[src/rtl/gly_pkg.sv]
// Shared types, constants and the division step for the Golay (24,12) block.
package gly_pkg;

    localparam int DataW   = 12;
    localparam int CheckW  = 11;
    localparam int ByteW   = 8;
    localparam int WordW   = DataW + CheckW;
    localparam int NumSteps = 12;

    // generator polynomial, zero-extended to the working width
    localparam logic [WordW-1:0] GenPoly = WordW'(12'hAE3);

    localparam logic ActEncode = 1'b0;
    localparam logic ActCheck  = 1'b1;

    // one codeword lane in flight: remainder register and the data it came from
    typedef struct packed {
        logic [WordW-1:0] rem;
        logic [DataW-1:0] data;
    } lane_t;

    // everything one word carries down the chain
    typedef struct packed {
        logic  action;
        lane_t a;
        lane_t b;
    } word_t;

    // one step of the division: conditional XOR with the generator, shift right
    function automatic logic [WordW-1:0] div_step(input logic [WordW-1:0] w);
        logic [WordW-1:0] t;
        t = w[0] ? (w ^ GenPoly) : w;
        return t >> 1;
    endfunction

endpackage

[src/rtl/gly_cell.sv]
// One division cell of the chain: holds one word and applies one step to both lanes.
module gly_cell
    import gly_pkg::*;
(
    input  logic  aclk,
    input  logic  aresetn,
    input  logic  in_valid,
    output logic  in_ready,
    input  word_t in_word,
    output logic  out_valid,
    input  logic  out_ready,
    output word_t out_word
);

    logic  valid_reg, valid_next;
    word_t word_reg, word_next;

    // cell takes a new word when empty or when its word moves on
    assign in_ready = !valid_reg || out_ready;

    always_comb begin
        valid_next = valid_reg;
        word_next  = word_reg;
        if (in_ready) begin
            valid_next = in_valid;
            word_next.action = in_word.action;
            word_next.a.data = in_word.a.data;
            word_next.b.data = in_word.b.data;
            word_next.a.rem  = div_step(in_word.a.rem);
            word_next.b.rem  = div_step(in_word.b.rem);
        end
    end

    always_ff @(posedge aclk) begin
        if (!aresetn) begin
            valid_reg <= 1'b0;
        end else begin
            valid_reg <= valid_next;
        end
        word_reg <= word_next;
    end

    assign out_valid = valid_reg;
    assign out_word  = word_reg;

endmodule

[src/rtl/gly_out.sv]
// Output register: splits a finished word into code or syndrome fields.
module gly_out
    import gly_pkg::*;
(
    input  logic              aclk,
    input  logic              aresetn,
    input  logic              in_valid,
    output logic              in_ready,
    input  word_t             in_word,
    output logic              m_valid,
    input  logic              m_ready,
    output logic [DataW-1:0]  m_code_data_a,
    output logic [CheckW-1:0] m_code_check_a,
    output logic              m_code_parity_a,
    output logic [DataW-1:0]  m_code_data_b,
    output logic [CheckW-1:0] m_code_check_b,
    output logic              m_code_parity_b,
    output logic [CheckW-1:0] m_syndrome_a,
    output logic [CheckW-1:0] m_syndrome_b
);

    logic              valid_reg, valid_next;
    logic [DataW-1:0]  data_a_reg, data_a_next, data_b_reg, data_b_next;
    logic [CheckW-1:0] check_a_reg, check_a_next, check_b_reg, check_b_next;
    logic              par_a_reg, par_a_next, par_b_reg, par_b_next;
    logic [CheckW-1:0] syn_a_reg, syn_a_next, syn_b_reg, syn_b_next;
    logic [CheckW-1:0] rem_a, rem_b;

    assign in_ready = !valid_reg || m_ready;
    assign rem_a = in_word.a.rem[CheckW-1:0];
    assign rem_b = in_word.b.rem[CheckW-1:0];

    // route the remainder to check bits or syndrome by action
    always_comb begin
        valid_next   = valid_reg;
        data_a_next  = data_a_reg;
        data_b_next  = data_b_reg;
        check_a_next = check_a_reg;
        check_b_next = check_b_reg;
        par_a_next   = par_a_reg;
        par_b_next   = par_b_reg;
        syn_a_next   = syn_a_reg;
        syn_b_next   = syn_b_reg;
        if (in_ready) begin
            valid_next = in_valid;
            if (in_word.action == ActEncode) begin
                data_a_next  = in_word.a.data;
                data_b_next  = in_word.b.data;
                check_a_next = rem_a;
                check_b_next = rem_b;
                par_a_next   = ^{in_word.a.data, rem_a};
                par_b_next   = ^{in_word.b.data, rem_b};
                syn_a_next   = '0;
                syn_b_next   = '0;
            end else begin
                data_a_next  = '0;
                data_b_next  = '0;
                check_a_next = '0;
                check_b_next = '0;
                par_a_next   = 1'b0;
                par_b_next   = 1'b0;
                syn_a_next   = rem_a;
                syn_b_next   = rem_b;
            end
        end
    end

    always_ff @(posedge aclk) begin
        if (!aresetn) begin
            valid_reg <= 1'b0;
        end else begin
            valid_reg <= valid_next;
        end
        data_a_reg  <= data_a_next;
        data_b_reg  <= data_b_next;
        check_a_reg <= check_a_next;
        check_b_reg <= check_b_next;
        par_a_reg   <= par_a_next;
        par_b_reg   <= par_b_next;
        syn_a_reg   <= syn_a_next;
        syn_b_reg   <= syn_b_next;
    end

    assign m_valid         = valid_reg;
    assign m_code_data_a   = data_a_reg;
    assign m_code_check_a  = check_a_reg;
    assign m_code_parity_a = par_a_reg;
    assign m_code_data_b   = data_b_reg;
    assign m_code_check_b  = check_b_reg;
    assign m_code_parity_b = par_b_reg;
    assign m_syndrome_a    = syn_a_reg;
    assign m_syndrome_b    = syn_b_reg;

endmodule

[src/rtl/golay_24_12_encode_and_syndrome_top.sv]
// Top level of the extended Golay (24,12) encoder and syndrome block.
// Each input word yields one result word. Action 0 packs three bytes into two 12-bit data
// words and returns their 11 check bits and even parity; action 1 returns the syndromes of
// two received data/check pairs (zero when consistent). No error correction is done. The
// block takes one word per cycle while s_ready is high; m_valid rises once the word has
// passed a chain of twelve division cells (one polynomial step each, the first one registering
// the word at the accepting edge) and then the output register. Each cell has its own valid
// bit, so a stall at m_ready fills the chain before s_ready drops.
module golay_24_12_encode_and_syndrome_top
    import gly_pkg::*;
(
    input  logic              aclk,
    input  logic              aresetn,
    input  logic              s_valid,
    output logic              s_ready,
    input  logic              s_action,
    input  logic [ByteW-1:0]  s_byte_a,
    input  logic [ByteW-1:0]  s_byte_b,
    input  logic [ByteW-1:0]  s_byte_c,
    input  logic [DataW-1:0]  s_recv_data_a,
    input  logic [CheckW-1:0] s_recv_check_a,
    input  logic [DataW-1:0]  s_recv_data_b,
    input  logic [CheckW-1:0] s_recv_check_b,
    output logic              m_valid,
    input  logic              m_ready,
    output logic [DataW-1:0]  m_code_data_a,
    output logic [CheckW-1:0] m_code_check_a,
    output logic              m_code_parity_a,
    output logic [DataW-1:0]  m_code_data_b,
    output logic [CheckW-1:0] m_code_check_b,
    output logic              m_code_parity_b,
    output logic [CheckW-1:0] m_syndrome_a,
    output logic [CheckW-1:0] m_syndrome_b
);

    logic              chain_valid [NumSteps+1];
    logic              chain_ready [NumSteps+1];
    word_t             chain_word  [NumSteps+1];
    logic [DataW-1:0]  pack_a, pack_b;

    // pack bytes into the two data words
    assign pack_a = {s_byte_b[3:0], s_byte_a};
    assign pack_b = {s_byte_c, s_byte_b[7:4]};

    // entry word: data alone for encode, check above data for syndrome
    always_comb begin
        chain_word[0].action = s_action;
        if (s_action == ActEncode) begin
            chain_word[0].a.rem  = {{CheckW{1'b0}}, pack_a};
            chain_word[0].a.data = pack_a;
            chain_word[0].b.rem  = {{CheckW{1'b0}}, pack_b};
            chain_word[0].b.data = pack_b;
        end else begin
            chain_word[0].a.rem  = {s_recv_check_a, s_recv_data_a};
            chain_word[0].a.data = s_recv_data_a;
            chain_word[0].b.rem  = {s_recv_check_b, s_recv_data_b};
            chain_word[0].b.data = s_recv_data_b;
        end
    end

    assign chain_valid[0] = s_valid;
    assign s_ready        = chain_ready[0];

    // division chain
    for (genvar i = 0; i < NumSteps; i++) begin : g_cell
        gly_cell u_cell (
            .aclk      (aclk),
            .aresetn   (aresetn),
            .in_valid  (chain_valid[i]),
            .in_ready  (chain_ready[i]),
            .in_word   (chain_word[i]),
            .out_valid (chain_valid[i+1]),
            .out_ready (chain_ready[i+1]),
            .out_word  (chain_word[i+1])
        );
    end

    gly_out u_out (
        .aclk            (aclk),
        .aresetn         (aresetn),
        .in_valid        (chain_valid[NumSteps]),
        .in_ready        (chain_ready[NumSteps]),
        .in_word         (chain_word[NumSteps]),
        .m_valid         (m_valid),
        .m_ready         (m_ready),
        .m_code_data_a   (m_code_data_a),
        .m_code_check_a  (m_code_check_a),
        .m_code_parity_a (m_code_parity_a),
        .m_code_data_b   (m_code_data_b),
        .m_code_check_b  (m_code_check_b),
        .m_code_parity_b (m_code_parity_b),
        .m_syndrome_a    (m_syndrome_a),
        .m_syndrome_b    (m_syndrome_b)
    );

endmodule

[config.mk]
export PLATFORM = sky130hd
export DESIGN_NAME = golay_24_12_encode_and_syndrome_top
export DESIGN_NICKNAME = d
export VERILOG_FILES = /design/src/rtl/gly_pkg.sv /design/src/rtl/gly_cell.sv /design/src/rtl/gly_out.sv /design/src/rtl/golay_24_12_encode_and_syndrome_top.sv
export SDC_FILE = /design/constraint.sdc
export NUM_CORES = 1
export LEC_CHECK = 0
export ABC_CLOCK_PERIOD_IN_PS = 3310
export BUFFER_PORTS_ARGS = -buffer_cell sky130_fd_sc_hd__clkbuf_2
export CAP_MARGIN = 40
export CORE_UTILIZATION = 40
export DETAILED_ROUTE_END_ITERATION = 12
export SYNTH_ARGS = -nofsm -noshare
export SYNTH_HDL_FRONTEND = slang
export SYNTH_SLANG_ARGS = --single-unit
[constraint.sdc]
create_clock -name aclk -period 3.31 [get_ports aclk]
set_input_delay 0.1655 -clock aclk [delete_from_list [all_inputs] [get_ports aclk]]
set_output_delay 0.1655 -clock aclk [all_outputs]
set_load 0.01 [all_outputs]
==> results of run 1 <==
metrics by stage:
step / hold WS, ns / setup WS [ns] / setup TNS (ns)
CTS: 0.00258 / 0.170 / 0
detailed placement: 0.405 / 0.838 / 0
floorplan: 0.264 / -0.0917 / -15.15
finish: 0.0486 / 0.250 / 0
global placement: 0.403 / 0.885 / 0
global route: 0.0217 / 0.00364 / 0
logic make-up (layout without fill, tap and decap cells):
| logic type | after synthesis | count (layout) | synth area share [%] |
|---|---|---|---|
| xor gates and xnor gates | 186 | 186 | 6.45 |
| AOI/OAI and AO/OA | 13 | 13 | 0.341 |
| and+or+nand+nor | 114 | 114 | 2.72 |
| muxes | 24 | 24 | 1.07 |
| buffers and inverters | 49 | 385 | 0.764 |
| DFF | 763 | 763 | 88.7 |
worst max-delay path by stage:
stage | start | endpoint | slack [ns] | depth (start not counted)
floorplan | u_out.m_valid | g_cell[1].u_cell.out_word[0] | -0.09 | 6
global placement | g_cell[11].u_cell.out_valid | s_ready | 0.88 | 6
detailed placement | g_cell[11].u_cell.out_valid | s_ready | 0.84 | 6
CTS | g_cell[11].u_cell.out_valid | s_ready | 0.17 | 6
global route | g_cell[11].u_cell.out_valid | s_ready | 0.004 | 6
finish | g_cell[11].u_cell.out_valid | s_ready | 0.25 | 6
cells in the final DEF (no fill, tap or decap), types with 3 or more instances in the layout:
master and count:
inv_1 7, clkinv_2 13, mux2_2 12, nor2b_1 49, dlygate4sd3_1 74, a21oi_1 4
edfxtp_1 750, xor2_1 140, clkinv_1 10, clkbuf_1 15, clkbuf_16 78, xnor2_1 44
dfxtp_1 13, a21boi_1 6, and3_1 4, inv_2 4, bufinv_16 9, buf_12 7
nand3_2 4, clkbuf_2 146, buf_4 13, mux2_1 10, and2_1 45, o21a_1 3
nand2_2 4
power by group through the flow:
stage / Clock (W) / Combinational [W] / Sequential, W
after floorplan: 0 / 0.00183 / 0.0140
after global placement: 0 / 0.00210 / 0.0144
after detailed placement: 0 / 0.00215 / 0.0145
after CTS: 0.00858 / 0.00224 / 0.0143
after global routing: 0.00894 / 0.00239 / 0.0145
final: 0.00831 / 0.00216 / 0.0142
cell type report:
class                      instances  area [um^2]  share of cell area (%)
tap                              846         1060                    3.43
clock buffer                      93         2010                    6.51
timing repair buffer             241         1720                    5.59
inverter                          11         41.3                   0.134
multi-input combinational        337         2770                    8.98
sequential                       763        22800                    73.9
clock inverter                    40          459                    1.49
sequential cells by signal (all words and copies together), names as in the netlist:
name and flops:
u_out.m_code_data_b 12, u_out.m_code_check_a 11, u_out.m_valid 1, u_out.m_code_parity_a 1, g_cell.u_cell.out_word 680, g_cell.u_cell.out_valid 12
u_out.m_code_parity_b 1, u_out.m_code_check_b 11, u_out.m_syndrome_b 11, u_out.m_syndrome_a 11, u_out.m_code_data_a 12
worst min-delay path, cell delays in order:
cell and delay, ns:
clkbuf_2 0.07, nor2b_1 0.03, buf_4 0.16, o21a_1 0.17
layer usage:
metal  wire (um)  global-route usage, %  part of all wire, %
met1       12600                   10.9                   43
met2       14300                   15.4                   49
met3        1330                   2.72                  4.6
met4         979                   4.61                  3.4
met5           0                      0                    0
repair_timing:
action | 4_1_cts | 5_1_grt
hold buffers | 74 | 0
endpoints found under the hold margin | 66 | 0
endpoints found under the setup margin | 0 | 0
==> flow_results.org, run 1 <==
** Logic synthesis
- Of the synthesized area, sequential elements account for 88.7%.
- Netlist area before placement :: ~26000 um^2
- edfxtp_1 is the most common cell in the netlist.
- Synthesized flop and latch total :: 763
- Of all flip-flops after synthesis, the portion carrying an async set or reset was 0%.
- Each instance of the synthesized netlist takes up on average 22.4 um^2.
- Top_reg_cell synth :: edfxtp_1
- List of most frequent post-synthesis cells :: edfxtp_1, xor2_1, nor2b_1
- Yosys mapped the design onto 25 distinct sky130hd cell types.
- By area the synthesized netlist is led by edfxtp_1, xor2_1, xnor2_1.
- Share of the synthesized area in the top cell type :: between 80 and 90%
- The cell count after synthesis came out at between 1000 and 1500.
- The number of nets handed over by synthesis was ~1200.
- Largest area contributor in the netlist :: edfxtp_1
- Yosys mapped a number of flops with a built-in enable equal to 750.
- The Yosys step of the flow raised 0 warnings.

** Drt
- Wire length reported by the detailed router :: just under 30000 um
- Via/cell ratio :: between 4 and 5
- In the routed design, unresolved DRC markers number 0.
- In this run the remaining antenna-violating nets after routing total 0.
- Iteration-0 DRC count of the detailed router :: 409
- Routed wire length per instance :: 12.5 um
- Total via count after detailed routing :: roughly 9400
- The pre-antenna-repair detailed-routing pass consisted of 4 iterations.

** STA
- In the finished design, the share of the clock period the worst path needs comes to ~90%.
- The final number of hold-violating endpoints came to 0.
- Setup repair after global routing left no endpoint under its margin.
- Slew at the pin closest to its max-slew limit :: just under 0.8 ns
- Across the routed clock network, the largest skew measured is roughly 0.019 ns.
- In this run the tightest slew margin relative to its limit is between 40 and 50%.
- Highest clock rate :: 327 MHz
- Clock period minus final worst setup slack :: around 3.1 ns
- Max-slew violations :: 0
- Number of setup violations in the final report :: 0

** Setup path
- Slowest stage cell, crit path :: and2_1
- Startpoint class of the critical path :: flip-flop
- Critical R2R Capture :: g_cell[0].u_cell.out_valid
- Grouping stages by cell kind, the critical path spends the most delay in simple AND/OR/NAND/NOR gates.
- For this run, the slowest stage of the critical path takes 0.51 ns.
- Largest fanout on the critical path :: 25
- Launch instance of the worst register-to-register path :: g_cell[11].u_cell.out_valid
- R2R setup slack :: roughly 0.62 ns
- The critical path is of the reg2out type.
- Required time at the endpoint of the critical path :: 3.14 ns
- The critical path goes through and3_1 > and3_1 > and2_1 > nand3_4 > buf_12 > clkbuf_2.
- Kind of end point of the critical path :: primary output
- Most Frequent Cell on Critical Path :: and3_1
- Counting cells, the worst reg-to-reg path comes to 6.
- Number of buffer and inverter stages on the critical path :: 2
- STA puts the critical path data arrival time at 2.89 ns.

** Hold path
- Worst hold endpoint :: u_out.m_valid
- The worst hold path passes through 4 cells.
- Kind of path behind the tightest hold check :: in2reg
- The startpoint identified for the worst hold timing path is m_ready.

** Global route
- Global routing consumed, over all layers together, 9.23% of the routing resources.
- Global-route wire length before repair :: ~49000 um
- Overflow left after global routing :: 0
- The via count of the first global-routing pass is 9585.
- Initial antenna violation count :: 0
- Entering global routing, the biggest net connects 71 pins.

** Floorplan
- The die is about 260 um wide.
- Site row count :: 92
- Pin placement for this block handled between 100 and 150 I/O pins.
- Die Area :: between 60000 and 70000 um^2
- Die Height :: about 260 um
- Initial core utilization :: just over 40%
- Core ar. :: around 63000 um^2

** Pwr
- Summed over all cells, the static leakage comes to 11.7 nW.
- IR Drop Worst-Case VDD :: 0.000353 V
- Switching power as a share of total power :: around a fifth
- Share of power burned in combinational logic :: ~9%
- Clock share of power :: ~34%
- In this run the power spent charging and discharging nets is about 0.0051 W.
- Total design power :: about 0.025 W
- Pwr dens :: ~800 nW/um^2
- Sequential cells burn around 57% of the power.
- Internal power comes to 0.0196 W.

** Final layout
- Layout Utilization :: 48.7%
- Nets@finish :: 1504
- Area overhead of the layout relative to synthesis :: 20.0%
- Area of all placed cells without fillers :: roughly 31000 um^2
- The repair_antennas step left the layout with diodes totalling 0.
- The post-route netlist has between 20% and 30% of its cells at a drive strength greater than 1.
- The filler cells instantiated in the layout total ~5100.
- Final std cells w/o fill :: ~2300

** CTS
- In this run the post-CTS setup repair buffer count came out at 0.
- The number of clock buffers added by TritonCTS is between 70 and 80.
- Clock net sink count :: 763
- Root buffer selected by CTS :: clkbuf_16
- Clock buffer depth :: 3
- Clock-pin transition on the worst setup and hold timing paths :: about 0.060 ns
- Deepest level of the CTS H-tree :: 3
- Number of cells upsized or downsized after cts :: 0
- TritonCTS built the clock tree.
- Clock latency on the worst-skew pair, taken at its later pin, is 0.60 ns.

** Placed design
- Once detailed placement completed, the half-perimeter wirelength came to 18800 um.
- Number of cells after detailed placement :: approximately 2100
- At the end of routability-driven placement, the weighted congestion stood at around 0.7.
- Summing all placed instances gives a cell area of 27600 um^2.
- Count of buffers from port buffering :: 146

** Run
- Max-capacitance violation count :: 0

** Status
- Outcome :: finished, final reports clean
(Power assumes the default switching activity.)
==> run 2, diff against run 1 <==
--- a/config.mk
+++ b/config.mk
@@ -10,6 +10,7 @@
 export CAP_MARGIN = 40
 export CORE_UTILIZATION = 40
 export DETAILED_ROUTE_END_ITERATION = 12
+export PLACE_DENSITY = 0.62
 export SYNTH_ARGS = -nofsm -noshare
 export SYNTH_HDL_FRONTEND = slang
 export SYNTH_SLANG_ARGS = --single-unit
==> flow_results.org, run 2 (synthesized netlist as in run 1, its figures left out) <==
** Status
- The flow ran to the end, and the final reports show no timing, DRC or antenna violations.

** CTS
- Clock-pin transition on the worst setup and hold timing paths :: 0.06 ns (about the same)
- The number of buffers added by the clock tree synthesis step is 74 (-1.3%).
- Clock net sink count :: 763 (unchanged)
- TritonCTS built the clock tree.
- The root buffer cell chosen for the clock tree is clkbuf_16.
- Deepest level of the CTS H-tree :: 3 (unchanged)
- The maximum number of buffers from clock root to sink is 3 (unchanged).
- Worst-Skew Late Latency :: 0.59 ns (about the same)
- The quantity of gates resized following cts is 0 (unchanged).

** Global route
- Pin count of the biggest net entering global routing :: 65 (-8.5%)
- The number of antenna violations at the first check in global routing was 0 (unchanged).
- The via count of the first global-routing pass came to 9729 (+1.5%).
- The first-pass GRT wire length is 48800 um (-0.31%).
- GRT Total Usage :: 9.24% (about the same)
- Overflow left after global routing :: 0 (unchanged)

** Drt
- The total via count after detailed routing is 9467 (+0.35%).
- The overall routed net length is 29300 um (+0.23%).
- The remaining number of nets flagged by the antenna check after routing is 0 (unchanged).
- Via/cell ratio :: 4.08 (+0.70%)
- Residual DRC :: 0 (unchanged)
- The number of detailed-route iterations in the first pass came to 4 (unchanged).
- Iteration-0 DRC count of the detailed router :: 429 (+4.9%)
- Routed wire length per instance :: 12.6 um (+0.58%)

** Run
- Max-capacitance violation count :: 0 (unchanged)

** Final layout
- Area overhead of the layout relative to synthesis :: 19.2%
- The count of filler cells inserted in the layout is 5151 (+0.078%).
- The net total in the final layout is 1502 (-0.13%).
- Area taken by multi-input logic gates :: 2770 um^2 (unchanged)
- Max FFs per register :: 680 (unchanged)
- The share of post-route cells with drive strength above 1 is 19.8% (-0.77 points).
- The antenna cell count is 0 (unchanged).
- The library cell used most frequently in the layout, excluding fill and tap cells, is edfxtp_1.
- The sequential cell area was 22800 um^2 (unchanged).
- Leading cell types in the layout, fill and taps excluded :: edfxtp_1, clkbuf_2, xor2_1

** Pwr
- Pwr dens :: 786 nW/um^2 (-1.8%)
- Leakage :: 11.6 nW (-0.92%)
- The maximum ir drop on the vdd rail came to 0.000388 V (+9.9%).

** Setup path
- Crit path largest cell delay :: 0.51 ns (about the same)
- Required time at the endpoint of the critical path :: 3.14 ns (about the same)
- The critical path goes through and3_1 > and3_1 > and2_1 > nand3_4 > clkbuf_2.
- Most Frequent Cell on Critical Path :: and3_1
- Delay-heaviest family, CP :: simple AND/OR/NAND/NOR gates
- The critical path in this run is classified as reg2out.
- The number of cell instances on the worst register-to-register path came to 6 (unchanged).
- The signal arrival time at the worst endpoint came to 2.73 ns (-0.16 ns).
- The count of buffering cells on the critical path with inverters included is 1 (-1).
- Total number of cells along the worst setup path :: 5 (-1)
- The largest fanout on the critical path came to 39 (+56%).
- The worst setup path is launched from a flip-flop.
- The slack of the worst reg-to-reg path was 0.61 ns (about the same).
- On the critical path, the stage with the largest delay is an instance of nand3_4.
- The worst setup path is captured at a primary output.

** STA
- Worst Slack Setup Final :: 0.415 ns (+0.165 ns)
- The slew at the pin with the worst max-slew slack is 0.763 ns (-0.00664 ns).
- Worst clock skew :: 0.0213 ns (+0.00250 ns)
- Final critical-path share of the clock period :: 87.5% (-5.0 points)
- The headroom to the max-slew limit is 49.1% (+0.44 points).
- The minimum clock period after layout came to 2.89 ns (-0.165 ns).
- Unrepaired setup endpoints after global routing :: false
- The number of max-slew violations in the final report came to 0 (unchanged).
- Number of setup violations in the final report :: 0 (unchanged)
- The final total negative setup slack is 0 ns (unchanged).
- Final count of hold timing violations :: 0 (unchanged)
- The timing-limited maximum frequency came to 345 MHz (+5.7%).

** Floorplan
- The site row count was 92 (unchanged).
- The top-level port count came to 147 (unchanged).
- Die Area :: 65300 um^2 (unchanged)
- Horizontal die dimension :: 255 um (unchanged)
- The total core area is 63300 um^2 (unchanged).
- Die Height :: 255 um (unchanged)
- Initial core utilization :: 40.6% (unchanged)

** Placed design
- Last weighted congestion value of the routability-driven placer :: 0.685 (-3.4%)
- The placement-stage worst setup slack is 0.780 ns (-0.0573 ns).
- The count of input and output buffers was 146 (unchanged).
- The post-DP HPWL is 19000 um (+1.1%).

** Hold path
- Kind of path behind the tightest hold check :: in2reg
- Cell depth of the worst min-delay path :: 3 (-1)
==> run 2: cell types whose count changed in the layout (fill, tap and decap cells not counted), sizes merged <==
cell / before / now
inv: 14 / 15
dlygate4sd3: 74 / 73
bufinv: 9 / 4
clkbuf: 239 / 242
clkinv: 26 / 20
==> run 2: timing repair <==
action,CTS,global route
hold buffers,73,0
buffers inserted,0,0
endpoints found under the setup margin,0,0
hold endpoints to repair,62,0
==> run 2: metrics by stage <==
| stage | power (W) | cell area [um^2] | util [%] | hold slack (ns) | instances |
|---|---|---|---|---|---|
| 2_1_floorplan | 0.0158 | 25700 | - | 0.264 | 1149 |
| 3_3_place_gp | 0.0165 | 27600 | 43.6 | 0.399 | 2120 |
| 3_5_place_dp | 0.0166 | 27600 | 43.7 | 0.397 | 2124 |
| 4_1_cts | 0.0245 | 30600 | 48.4 | 0.00935 | 2323 |
| 5_1_grt | 0.0252 | 30600 | 48.4 | 0.0361 | 2323 |
| 6_report | 0.0241 | 30600 | 48.4 | 0.0384 | 2323 |
==> run 2: worst min-delay path: stages <==
cell	delay, ns
clkbuf_2	0.09
mux2i_2	0.16
inv_1	0.09
==> run 2: worst paths after layout <==
| path | from | endpoint |
|---|---|---|
| worst min register to register | g_cell[4].u_cell.out_word[49] | g_cell[5].u_cell.out_word[48] |
| worst max-delay path | g_cell[11].u_cell.out_valid | s_ready |
| worst max register to register | g_cell[11].u_cell.out_valid | g_cell[0].u_cell.out_valid |
| worst min-delay path | s_byte_a[0] | g_cell[0].u_cell.out_word[35] |
==> run 2: routing by layer <==
metal | vias to the layer above | track usage, % | wire length, um
met3 | 56 | 2.40 | 1310
li1 | 4835 | - | -
met1 | 4405 | 10.8 | 12400
met4 | 0 | 4.99 | 859
met5 | - | 0 | 0
met2 | 171 | 15.6 | 14700
==> run 2: report_power, final <==
part,internal [W],switching [W]
logic,0.00131,0.000842
registers,0.0132,0.000959
clock network,0.00456,0.00318
total,0.0191,0.00498
==> run 2: final cells by class <==
class / count / share of cell area (%)
inverters: 11 / 0.135
clock inverters: 30 / 0.845
repair buffers: 240 / 5.64
clock buffers: 96 / 6.52
well taps: 846 / 3.46
multi-input cells: 337 / 9.04
flip-flops and latches: 763 / 74.4
==> run 3, diff against run 2 <==
--- a/config.mk
+++ b/config.mk
@@ -5,12 +5,12 @@
 export SDC_FILE = /design/constraint.sdc
 export NUM_CORES = 1
 export LEC_CHECK = 0
-export ABC_CLOCK_PERIOD_IN_PS = 3310
+export ABC_CLOCK_PERIOD_IN_PS = 2700
 export BUFFER_PORTS_ARGS = -buffer_cell sky130_fd_sc_hd__clkbuf_2
 export CAP_MARGIN = 40
 export CORE_UTILIZATION = 40
 export DETAILED_ROUTE_END_ITERATION = 12
-export PLACE_DENSITY = 0.62
+export PLACE_DENSITY = 0.6
 export SYNTH_ARGS = -nofsm -noshare
 export SYNTH_HDL_FRONTEND = slang
 export SYNTH_SLANG_ARGS = --single-unit
==> constraint.sdc (replaced) <==
create_clock -name aclk -period 2.7 [get_ports aclk]
set_input_delay 0.135 -clock aclk [delete_from_list [all_inputs] [get_ports aclk]]
set_output_delay 0.135 -clock aclk [all_outputs]
set_load 0.01 [all_outputs]
==> flow_results.org, run 3 (synthesized netlist as in run 1, its figures left out) <==
** Final layout
- The sequential cell area was 22800 um^2 (unchanged).
- The area growth from synthesis to layout is 18.8%.
- Ant diodes :: 0 (unchanged)
- Nets@finish :: 1499 (-0.20%)
- Final std cells w/o fill :: 2321 (-0.086%)
- The top cell types in the final layout, fill and taps aside, are edfxtp_1, clkbuf_2, xor2_1.
- Area taken by multi-input logic gates :: 2770 um^2 (about the same)
- Number of fill cells :: 5243 (+1.8%)
- The library cell used most frequently in the layout, excluding fill and tap cells, is edfxtp_1.
- The share of post-route cells with drive strength above 1 came to 19.8% (+0.027 points).
- Max FFs per register :: 680 (unchanged)

** Pwr
- The internal power contribution was 0.0233 W (+22%).
- The portion of total power attributed to sequential cells was 59.0% (about the same).
- The switching power of the nets was 0.00619 W (+24%).
- Switching power as a share of total power :: 21.0% (+0.29 points)
- Clock share of power :: 32.0% (about the same)
- IR Drop Worst-Case VDD :: 0.000472 V (+22%)
- The total power per unit cell area is 967 nW/um^2 (+23%).
- Share of power burned in combinational logic :: 9.0% (about the same)
- The total leakage power is 11.5 nW (-0.45%).
- Total design power :: 0.0295 W (+23%)

** STA
- The worst path setup slack after routing is 0.201 ns (-0.215 ns).
- Static timing analysis puts the maximum clock frequency at ~400 MHz.
- Number of setup violations in the final report :: 0 (unchanged)
- Counting I/O delays and the setup requirement, the final critical path takes 2.50 ns.
- Slew at the pin closest to its max-slew limit :: 0.794 ns (+0.0311 ns)
- Final total negative setup slack :: 0 ns (unchanged)
- Final count of hold timing violations :: 0 (unchanged)
- Final critical-path share of the clock period :: between 90% and 100%
- Setup repair after global routing left no endpoint under its margin.
- Worst clock skew :: 0.0181 ns (-0.00321 ns)
- Final hold slack :: 0.0271 ns (-0.0113 ns)
- Max-slew violations :: 0 (unchanged)
- Normalized max-slew margin :: 47.1% (-2.1 points)

** Placed design
- Last weighted congestion value of the routability-driven placer :: 0.683 (-0.32%)
- The count of input and output buffers came to 146 (unchanged).
- The placement-stage worst setup slack is 0.254 ns (-0.526 ns).
- The post-DP HPWL is 18400 um (-2.8%).
- The placed cell count was 2119 (-0.24%).

** Drt
- Total via count after detailed routing :: 9479 (+0.13%)
- The DRC violations left was 0 (unchanged).
- Wire length reported by the detailed router :: 29700 um (+1.4%)
- Iteration-0 DRC count of the detailed router :: 474 (+10%)
- The average vias per placed instance is 4.08 (+0.21%).
- First-pass iteration count of the detailed router :: 4 (unchanged)
- Routed wire length per instance :: 12.8 um (+1.5%)
- The remaining number of nets flagged by the antenna check after routing is 0 (unchanged).

** Floorplan
- The top-level port count came to 147 (unchanged).
- Site row count :: 92 (unchanged)
- Core ar. :: 63300 um^2 (unchanged)
- Initial core utilization :: 40.6% (unchanged)
- Die Height :: 255 um (unchanged)
- Horizontal die dimension :: 255 um (unchanged)
- Die Area :: 65300 um^2 (unchanged)

** Global route
- Overflow left after global routing :: 0 (unchanged)
- Met2 Usage GRT :: 15.7% (+0.060 points)
- Fraction of met3 tracks used by global routing :: 2.27% (-0.13 points)
- Vias in the first global route :: 9875 (+1.5%)
- Global Route met1 Usage :: 11.3% (+0.54 points)
- The largest net degree at the start of global routing came to 71 (+9.2%).
- The first-pass GRT wire length was 49800 um (+2.0%).
- Initial antenna violation count :: 0 (unchanged)
- Busiest metal layer after global routing :: met2
- The all-layer global routing usage is 9.38% (+0.14 points).

** Status
- Outcome :: finished, final reports clean

** Setup path
- By startpoint and endpoint, the worst setup path is classified as reg2out.
- The biggest cell delay along the critical path was 0.41 ns (-0.10 ns).
- Critical path destination :: s_ready
- The data required time of the critical path was 2.57 ns (-0.57 ns).
- Critical R2R Capture :: g_cell[0].u_cell.out_valid
- The number of cells on the critical path came to 6 (+1).
- The worst setup path is launched from a flip-flop.
- Reg2Reg Depth :: 7 (+1)
- Start point of the critical path :: g_cell[11].u_cell.out_valid
- Grouping stages by cell kind, the critical path spends the most delay in simple AND/OR/NAND/NOR gates.
- On the critical path, the stage with the largest delay is an instance of dfxtp_1.
- Most Frequent Cell on Critical Path :: and3_1
- Number of buffer and inverter stages on the critical path :: 2 (+1)
- Largest fanout on the critical path :: 61 (+56%)
- Cell chain of the critical path :: and3_1 > and3_1 > and2_4 > nand3_4 > buf_8 > clkbuf_2
- STA classifies the critical path endpoint as a primary output.
- R2R setup slack :: 0.40 ns (-0.21 ns)
- The startpoint identified for the worst register-to-register timing path is g_cell[11].u_cell.out_valid.
- The signal arrival time at the worst endpoint is 2.36 ns (-0.37 ns).

** CTS
- Clock net sink count :: 763 (unchanged)
- The number of buffers added by the clock tree synthesis step was 76 (+2.7%).
- The clock-pin slew on the worst setup and hold paths came to 0.06 ns (about the same).
- Clock tree from TritonCTS :: built
- The maximum number of buffers from clock root to sink is 3 (unchanged).
- The later-pin clock latency in the skew report came to 0.58 ns (about the same).
- CTS placed an instance of clkbuf_16 at the clock tree root.
- Deepest level of the CTS H-tree :: 3 (unchanged)

** Hold path
- Kind of path behind the tightest hold check :: in2reg

** Run
- The count of max-cap constraint violations was 0 (unchanged).
-- run 3: cell count changes in the layout (fill, tap and decap cells not counted) --
cell and delta:
clkinv_1 +1, inv_6 -1, clkbuf_1 -2, and2_4 +1, bufinv_16 -1, buf_12 -5
and2_1 -1, clkinv_2 +6
-- run 3: per-stage QoR --
| stage | utilization [%] | instance area [um^2] |
|---|---|---|
| 4_1_cts | 48.2 | 30500 |
| 2_1_floorplan | - | 25700 |
| 3_5_place_dp | 43.5 | 27500 |
| 6_report | 48.2 | 30500 |
| 5_1_grt | 48.2 | 30500 |
| 3_3_place_gp | 43.5 | 27500 |
-- run 3: worst register-to-register path, cell delays in order (launching register included) --
cell and delay, ns:
dfxtp_1 0.41, and3_1 0.23, and3_1 0.25, and2_4 0.30, nand3_4 0.10, buf_8 0.23
a21boi_1 0.18, dlygate4sd3_1 0.56
-- run 3: metal layers --
| layer | vias to the layer above | wire (um) | part of all wire (%) |
|---|---|---|---|
| li1 | 4828 | - | - |
| met5 | - | 0 | 0 |
| met2 | 167 | 14500 | 49 |
| met3 | 66 | 1280 | 4.3 |
| met1 | 4418 | 13000 | 44 |
| met4 | 0 | 936 | 3.2 |
-- run 3: what timing repair did --
item	4_1_cts	5_1_grt
gates cloned	0	0
resized for setup	3	1
buffers inserted	0	0
hold buffers	73	0
endpoints found under the setup margin	1	1
hold endpoints to repair	67	0
-- run 3: final cells by class --
cell class                      instances  share of cell area (%)
Multi-Input combinational cell        337                    9.08
Clock inverter                         35                   0.832
Inverter                               11                   0.135
Timing Repair Buffer                  235                    5.33
Tap cell                              846                    3.47
Sequential cell                       763                    74.6
Clock buffer                           94                    6.52
-- run 3: how the worst min path moves through the flow --
| stage | slack (ns) | cells past startpoint | startpoint | to |
|---|---|---|---|---|
| floorplan | 0.23 | 0 | s_action | g_cell[0].u_cell.out_word[70] |
| global placement | 0.37 | 3 | s_valid | g_cell[0].u_cell.out_valid |
| detailed placement | 0.38 | 3 | s_valid | g_cell[0].u_cell.out_valid |
| CTS | 0.0007 | 3 | s_byte_c[3] | g_cell[0].u_cell.out_word[18] |
| global route | 0.02 | 3 | s_byte_c[3] | g_cell[0].u_cell.out_word[18] |
| finish | 0.03 | 3 | s_byte_c[2] | g_cell[0].u_cell.out_word[17] |
-- run 3: power by group through the flow --
stage | Combinational (W) | Clock [W] | Sequential (W)
5_1_grt | 0.00298 | 0.0102 | 0.0177
3_5_place_dp | 0.00264 | 0 | 0.0177
2_1_floorplan | 0.00224 | 0 | 0.0172
6_report | 0.00266 | 0.00945 | 0.0174
3_3_place_gp | 0.00260 | 0 | 0.0177
4_1_cts | 0.00275 | 0.00976 | 0.0175
